==> src/hdl/murmur2_hash_stream_defines.svh <==
// assertion helpers used by the hash stream controller
`ifndef MURMUR2_HASH_STREAM_DEFINES_SVH
`define MURMUR2_HASH_STREAM_DEFINES_SVH

// same-cycle implication, checked outside reset
`define MH2_ASSERT_NOW(lbl, clk, rst, ante, cons) \
   lbl: assert property (@(posedge clk) disable iff (rst) (ante) |-> (cons)) \
      else $error("mh2 check failed");

// next-cycle implication, checked outside reset
`define MH2_ASSERT_NEXT(lbl, clk, rst, ante, cons) \
   lbl: assert property (@(posedge clk) disable iff (rst) (ante) |=> (cons)) \
      else $error("mh2 check failed");

`endif

==> src/hdl/mh2_pkg.sv <==
package mh2_pkg;

   // murmur2 mixing constants
   localparam logic [31:0] MH2_MUL     = 32'h5bd1e995;
   localparam int unsigned MH2_SHIFT_K = 24;
   localparam int unsigned MH2_SHIFT_A = 13;
   localparam int unsigned MH2_SHIFT_B = 15;

   // byte count of a full word
   localparam logic [2:0] MH2_FULL_COUNT = 3'd4;

   // commands from controller to datapath
   typedef struct packed {
      logic load;    // key beat accepted, start word mixing
      logic mix;     // second mixing step, update running hash
      logic finish;  // run avalanche, load result register
   } mh2_cmd_type;

endpackage

==> src/hdl/murmur2_hash_stream.sv <==
// 32-bit murmur2 hash over a key streamed as little-endian words.
// req channel: one beat per key word. tuser marks the first beat of a key,
// whose key_length field starts the hash as seed xor length; tlast marks
// the final beat, which may hold 0 to 3 tail bytes (byte_count 5..7 act
// as 4). an empty key is one beat with first, last and byte_count 0.
// rsp channel: one beat with the finished hash per key, after the last beat.
// csr port: csr_we writes csr_wdata into the seed; write only while idle.
// beats: a key beat is accepted, then takes a mixing step, and no new beat
// is taken before that step; the h*m and k*m products run in parallel, the
// second k*m sits on a shared multiplier that also runs the avalanche step
// of a last beat, after which rsp_tvalid rises from the output register.
// stall: a finished hash waits in the output register while the next key
// beats are taken; a following last beat holds in the avalanche step
// until the waiting hash is taken.
// reset: seed and running hash clear to zero, output register empties.
module murmur2_hash_stream (
   input  logic        clock,
   input  logic        reset,
   input  logic        csr_we,
   input  logic [31:0] csr_wdata,
   input  logic        req_tvalid,
   output logic        req_tready,
   input  logic [71:0] req_tdata,  // data_word[31:0], byte_count[34:32],
                                   // key_length[66:35], zero[71:67]
   input  logic        req_tuser,  // first
   input  logic        req_tlast,  // last
   output logic        rsp_tvalid,
   input  logic        rsp_tready,
   output logic [31:0] rsp_tdata   // hash_value[31:0]
);
   import mh2_pkg::*;

   mh2_cmd_type cmd;

   mh2_ctrl u_ctrl (
      .clock      (clock),
      .reset      (reset),
      .req_tvalid (req_tvalid),
      .req_tlast  (req_tlast),
      .req_tready (req_tready),
      .rsp_tvalid (rsp_tvalid),
      .rsp_tready (rsp_tready),
      .cmd        (cmd)
   );

   mh2_datapath u_datapath (
      .clock      (clock),
      .reset      (reset),
      .csr_we     (csr_we),
      .csr_wdata  (csr_wdata),
      .cmd        (cmd),
      .data_word  (req_tdata[31:0]),
      .byte_count (req_tdata[34:32]),
      .key_length (req_tdata[66:35]),
      .first      (req_tuser),
      .hash_value (rsp_tdata)
   );

endmodule

==> src/hdl/mh2_ctrl.sv <==
`include "murmur2_hash_stream_defines.svh"

module mh2_ctrl (
   input  logic                 clock,
   input  logic                 reset,
   input  logic                 req_tvalid,
   input  logic                 req_tlast,
   output logic                 req_tready,
   output logic                 rsp_tvalid,
   input  logic                 rsp_tready,
   output mh2_pkg::mh2_cmd_type cmd
);
   import mh2_pkg::*;

   localparam logic [1:0] S_IDLE = 2'd0;
   localparam logic [1:0] S_MIX  = 2'd1;
   localparam logic [1:0] S_FIN  = 2'd2;

   logic [1:0] state_ff, state_in;
   logic       last_ff, last_in;
   logic       rsp_valid_ff, rsp_valid_in;

   // command decode
   always_comb begin
      req_tready = (state_ff == S_IDLE);
      cmd.load   = req_tvalid && req_tready;
      cmd.mix    = (state_ff == S_MIX);
      cmd.finish = (state_ff == S_FIN) && (!rsp_valid_ff || rsp_tready);
   end

   // next state
   always_comb begin
      state_in = state_ff;
      unique case (state_ff)
         S_IDLE: begin
            if (cmd.load) state_in = S_MIX;
         end
         S_MIX: begin
            state_in = last_ff ? S_FIN : S_IDLE;
         end
         S_FIN: begin
            if (cmd.finish) state_in = S_IDLE;
         end
         default: begin
            state_in = S_IDLE;
         end
      endcase
   end

   // last flag of the beat in flight
   assign last_in = cmd.load ? req_tlast : last_ff;

   // output register valid
   always_comb begin
      if (cmd.finish) begin
         rsp_valid_in = 1'b1;
      end else if (rsp_tready) begin
         rsp_valid_in = 1'b0;
      end else begin
         rsp_valid_in = rsp_valid_ff;
      end
   end

   assign rsp_tvalid = rsp_valid_ff;

   always_ff @(posedge clock) begin
      if (reset) begin
         state_ff     <= S_IDLE;
         last_ff      <= 1'b0;
         rsp_valid_ff <= 1'b0;
      end else begin
         state_ff     <= state_in;
         last_ff      <= last_in;
         rsp_valid_ff <= rsp_valid_in;
      end
   end

   // checks
   `MH2_ASSERT_NEXT(a_load_to_mix, clock, reset, cmd.load, state_ff == S_MIX)
   `MH2_ASSERT_NEXT(a_last_to_fin, clock, reset, cmd.mix && last_ff, state_ff == S_FIN)
   `MH2_ASSERT_NOW(a_no_overwrite, clock, reset, cmd.finish, !rsp_valid_ff || rsp_tready)
   `MH2_ASSERT_NEXT(a_fin_fills, clock, reset, (state_ff == S_FIN) && !rsp_valid_ff,
                    rsp_valid_ff && (state_ff == S_IDLE))

endmodule

==> src/hdl/mh2_datapath.sv <==
module mh2_datapath (
   input  logic                 clock,
   input  logic                 reset,
   input  logic                 csr_we,
   input  logic [31:0]          csr_wdata,
   input  mh2_pkg::mh2_cmd_type cmd,
   input  logic [31:0]          data_word,
   input  logic [2:0]           byte_count,
   input  logic [31:0]          key_length,
   input  logic                 first,
   output logic [31:0]          hash_value
);
   import mh2_pkg::*;

   logic [31:0] seed_ff, seed_in;
   logic [31:0] hash_ff, hash_in;
   logic [31:0] prod_a_ff, prod_a_in;
   logic [31:0] prod_b_ff, prod_b_in;
   logic        full_ff, full_in;
   logic [31:0] rsp_data_ff, rsp_data_in;

   logic [31:0] start_hash;
   logic        full_word;
   logic [31:0] tail_mask;
   logic [31:0] mul_a_op, mul_a, mul_b;
   logic [31:0] k_shuf, aval_op, mul_c_op, mul_c;

   // seed register
   assign seed_in = csr_we ? csr_wdata : seed_ff;

   // first stage: start hash, tail fold or k times m, and h times m
   always_comb begin
      start_hash = first ? (seed_ff ^ key_length) : hash_ff;
      full_word  = (byte_count >= MH2_FULL_COUNT);
      unique case (byte_count)
         3'd1:    tail_mask = 32'h0000_00ff;
         3'd2:    tail_mask = 32'h0000_ffff;
         3'd3:    tail_mask = 32'h00ff_ffff;
         default: tail_mask = 32'h0000_0000;
      endcase
      mul_a_op = full_word ? data_word : (start_hash ^ (data_word & tail_mask));
      mul_a    = mul_a_op * MH2_MUL;
      mul_b    = start_hash * MH2_MUL;
   end

   // register the products on load; an empty tail leaves the hash unchanged
   always_comb begin
      full_in   = cmd.load ? full_word : full_ff;
      prod_a_in = prod_a_ff;
      prod_b_in = prod_b_ff;
      if (cmd.load) begin
         prod_a_in = (!full_word && (byte_count == 3'd0)) ? start_hash : mul_a;
         prod_b_in = mul_b;
      end
   end

   // shared second multiplier: k mixing or avalanche
   always_comb begin
      k_shuf   = prod_a_ff ^ (prod_a_ff >> MH2_SHIFT_K);
      aval_op  = hash_ff ^ (hash_ff >> MH2_SHIFT_A);
      mul_c_op = cmd.mix ? k_shuf : aval_op;
      mul_c    = mul_c_op * MH2_MUL;
   end

   // running hash and result register
   always_comb begin
      hash_in = hash_ff;
      if (cmd.mix) begin
         hash_in = full_ff ? (prod_b_ff ^ mul_c) : prod_a_ff;
      end
      rsp_data_in = cmd.finish ? (mul_c ^ (mul_c >> MH2_SHIFT_B)) : rsp_data_ff;
   end

   always_ff @(posedge clock) begin
      if (reset) begin
         seed_ff <= 32'h0;
         hash_ff <= 32'h0;
      end else begin
         seed_ff <= seed_in;
         hash_ff <= hash_in;
      end
   end

   always_ff @(posedge clock) begin
      prod_a_ff   <= prod_a_in;
      prod_b_ff   <= prod_b_in;
      full_ff     <= full_in;
      rsp_data_ff <= rsp_data_in;
   end

   assign hash_value = rsp_data_ff;

endmodule

==> config.mk <==
export PLATFORM = sky130hd
export DESIGN_NAME = murmur2_hash_stream
export DESIGN_NICKNAME = d
export VERILOG_FILES = /design/src/hdl/mh2_pkg.sv /design/src/hdl/murmur2_hash_stream.sv /design/src/hdl/mh2_ctrl.sv /design/src/hdl/mh2_datapath.sv
export VERILOG_INCLUDE_DIRS = /design/src /design/src/hdl
export SDC_FILE = /design/constraint.sdc
export NUM_CORES = 2
export LEC_CHECK = 0
export BUFFER_PORTS_ARGS = -buffer_cell sky130_fd_sc_hd__buf_2
export CAP_MARGIN = 0
export CORE_MARGIN = 4
export CORE_UTILIZATION = 60
export DETAILED_ROUTE_END_ITERATION = 7
export HOLD_SLACK_MARGIN = 0.03
export PLACE_DENSITY = 0.78
export SLEW_MARGIN = 40
export SYNTH_ARGS = -nofsm -noshare
export SYNTH_HDL_FRONTEND = slang
export SYNTH_HIERARCHICAL = 1
export SYNTH_SLANG_ARGS = --single-unit
==> constraint.sdc <==
create_clock -name clock -period 18.8 [get_ports clock]
set_input_delay 0 -clock clock [delete_from_list [all_inputs] [get_ports clock]]
set_output_delay 0 -clock clock [all_outputs]
set_load 0.05 [all_outputs]
==> results.yml <==
sta:
  rsz0062_at_grt: "false"
  timing.hold.ws_ns: 0.0525
  slew_viol_final: 0
  finalWorstSetupSlack_ns: 9.83
  fmax_mhz: 111
  fin_tns_setup_ns: 0
  worst_pin_slew_ns: 0.901
  slew_headroom: 0.395
  hold_viol_final: 0
  period_minus_slack_ns: 8.97
  clock_skew_ns: 0.0190
  setup_violations: 0
  period_share: 0.477
grt:
  grt_pass1_vias: 26289
  grt_max_degree: 64
  overflow: 0
  grt_pass1_wl_um: 145000
  grt_use_total: 0.311
  antenna_found_initial: 1
logic_synthesis:
  synth_edf_count: 97
  yosysUniqueCellTypes: 82
  syn_area_mm2: 0.0345
  yosysSeqAreaShare: 0.124
  ys_ff_latch: 165
  syn_inst: 3519
  synthFlopType: "edfxtp_1"
  ys_async_sr_fraction: 0
  syn-num-nets: 4802
  syn_avg_cell_area_um2: 9.81
  ys_warn_count: 6
drt:
  num_vias: 25157
  drtPass1Iterations: 5
  final_antenna_net_count: 0
  drc: 0
  first_iter_violations: 2257
  via_per_inst: 5.61
  wirelength_um: 93300
  wl_per_cell_um: 20.8
critical_path:
  worst_r2r_path_depth: 25
  regToRegEndpoint: "u_datapath/hash_value[14]"
  endpoint: "u_datapath/hash_value[14]"
  crit_path_start_kind: "flop"
  end_kind: "flop"
  critPathArrivalTime_ns: 9.14
  worstPathRequired_ns: 18.97
  cp_max_fo: 60
  regToRegStartpoint: "u_ctrl/state_ff[0]"
  startpoint: "u_ctrl/state_ff[0]"
  regToRegSetupSlack_ns: 9.83
  criticalPathCategory: "reg2reg"
finish:
  regArea_mm2: 0.00427
  layout.nets: 4996
  mostFrequentLayoutCells: "inv_1, ha_1, fa_1, xnor2_1, nor2_1"
  syn2layout_area_growth_pct: 8.25
  num-fill-cells: 4340
  final_util: 0.659
  layout_commonest_cell: "inv_1"
  final_layout_size_suffix_gt1_frac: 0.0776
  multiInputGateArea_mm2: 0.0263
floorplan:
  start_util: 0.609
  die_area_mm2: 0.0615
  core_area_mm2: 0.0567
  ios: 145
  die_w_um: 248
  num_rows: 87
  die_h_um: 248
clock_network:
  clk_pin_slew_ns: 0.08
  root_buffer: "clkbuf_16"
  cts_tree: "yes"
  clk_latency_ns: 0.46
  clockBufferDepth: 2
  cts_buffers: 17
  h-tree-depth: 4
  cts_setup_buffers: 0
  cts_sinks: 165
worst_hold_path:
  hp-class: "in2reg"
  holdPathStages: 1
  min_from: "req_tdata[34]"
placement:
  hpwl_um: 77400
  pre_cts_slack_ns: 10.02
  io_buffer_count: 139
  gp_congestion: 0.991
outcome:
  status: "completed"
run:
  max_cap_violations: 0
==> routing by layer <==
metal,track usage,vias up,wire length (um)
met3,0.0582,255,8250
met4,0.116,0,3980
met5,0,-,0
met2,0.512,1099,43700
li1,-,11342,-
met1,0.413,12461,37400
==> logic make-up (layout without fill, tap and decap cells) <==
family                     count (synthesis)  count (layout)  share of synthesized area
AOI/OAI and AO/OA                        366             366                     0.0677
other                                      0               1                          0
buffers and inverters                   1075            1282                      0.117
and+or+nand+nor                          367             367                     0.0484
DFF                                      165             165                      0.124
adders and majority gates               1174            1174                      0.542
xor gates and xnor gates                 310             310                     0.0824
muxes                                     62              62                     0.0188
==> worst min path at each step <==
stage | endpoint | slack [ns]
after floorplan | u_ctrl/rsp_tvalid | 0.07
after CTS | u_datapath/prod_a_ff[12] | 0.03
final | u_datapath/full_ff | 0.05
after global routing | u_datapath/full_ff | 0.04
after global placement | u_datapath/seed_ff[10] | 0.23
after detailed placement | u_datapath/seed_ff[14] | 0.24
==> cell type report <==
cell class / count / share of cell area
multi-input cells: 2279 / 0.703
well taps: 756 / 0.0253
diodes: 1 / 0.0000669
inverters: 1023 / 0.103
flip-flops and latches: 165 / 0.114
repair buffers: 227 / 0.0390
clock inverters: 14 / 0.00378
clock buffers: 18 / 0.0115
==> timing repair <==
| item | 4_1_cts | 5_1_grt |
|---|---|---|
| gates resized for setup | 0 | 0 |
| endpoints found under the hold margin | 35 | 0 |
| hold buffers | 34 | 0 |
==> metrics by stage <==
step,cells,area (um2)
after global placement,4415,36400
after detailed placement,4416,36400
after global routing,4482,37400
after CTS,4482,37400
after floorplan,3519,34500
final,4483,37400
==> critical path, stage by stage, from the launching register on <==
cell and delay [ns]:
dfxtp_1 0.45, and2b_2 0.18, buf_4 0.54, nor2_1 0.12
a21oi_1 0.52, inv_1 0.50, fa_1 0.58, ha_1 0.29
inv_1 0.05, fa_1 0.47, inv_1 0.05, fa_1 0.48
fa_1 0.59, fa_1 0.46, fa_1 0.51, inv_1 0.05
fa_1 0.47, inv_1 0.04, ha_1 0.40, nand2_1 0.11
nor2_1 0.17, nand2_1 0.07, o311ai_1 0.45, a31oi_1 0.19
xnor2_1 0.71, xor2_1 0.14
==> Yosys cell counts (all sizes together), types with 39 or more instances <==
cell    instances  share of area
inv          1023           0.11
ha            637           0.23
fa            535           0.31
xnor2         239          0.061
nor2          157          0.017
a21oi         110          0.016
nand2         105          0.011
edfxtp         97          0.084
o21ai          90          0.013
dfxtp          68          0.039
xor2           64          0.016
mux2i          40          0.012
a21o           39         0.0085
==> state kept, by name, indices dropped and copies added (netlist names) <==
| register | count |
|---|---|
| u_ctrl/last_ff | 1 |
| u_ctrl/rsp_tvalid | 1 |
| u_ctrl/state_ff | 2 |
| u_datapath/full_ff | 1 |
| u_datapath/hash_ff | 32 |
| u_datapath/hash_value | 32 |
| u_datapath/prod_a_ff | 32 |
| u_datapath/prod_b_ff | 32 |
| u_datapath/seed_ff | 32 |
Power is left out: the tool's default activity adds up to more than one toggle a clock period on the data nets, which glitch-free logic cannot reach.
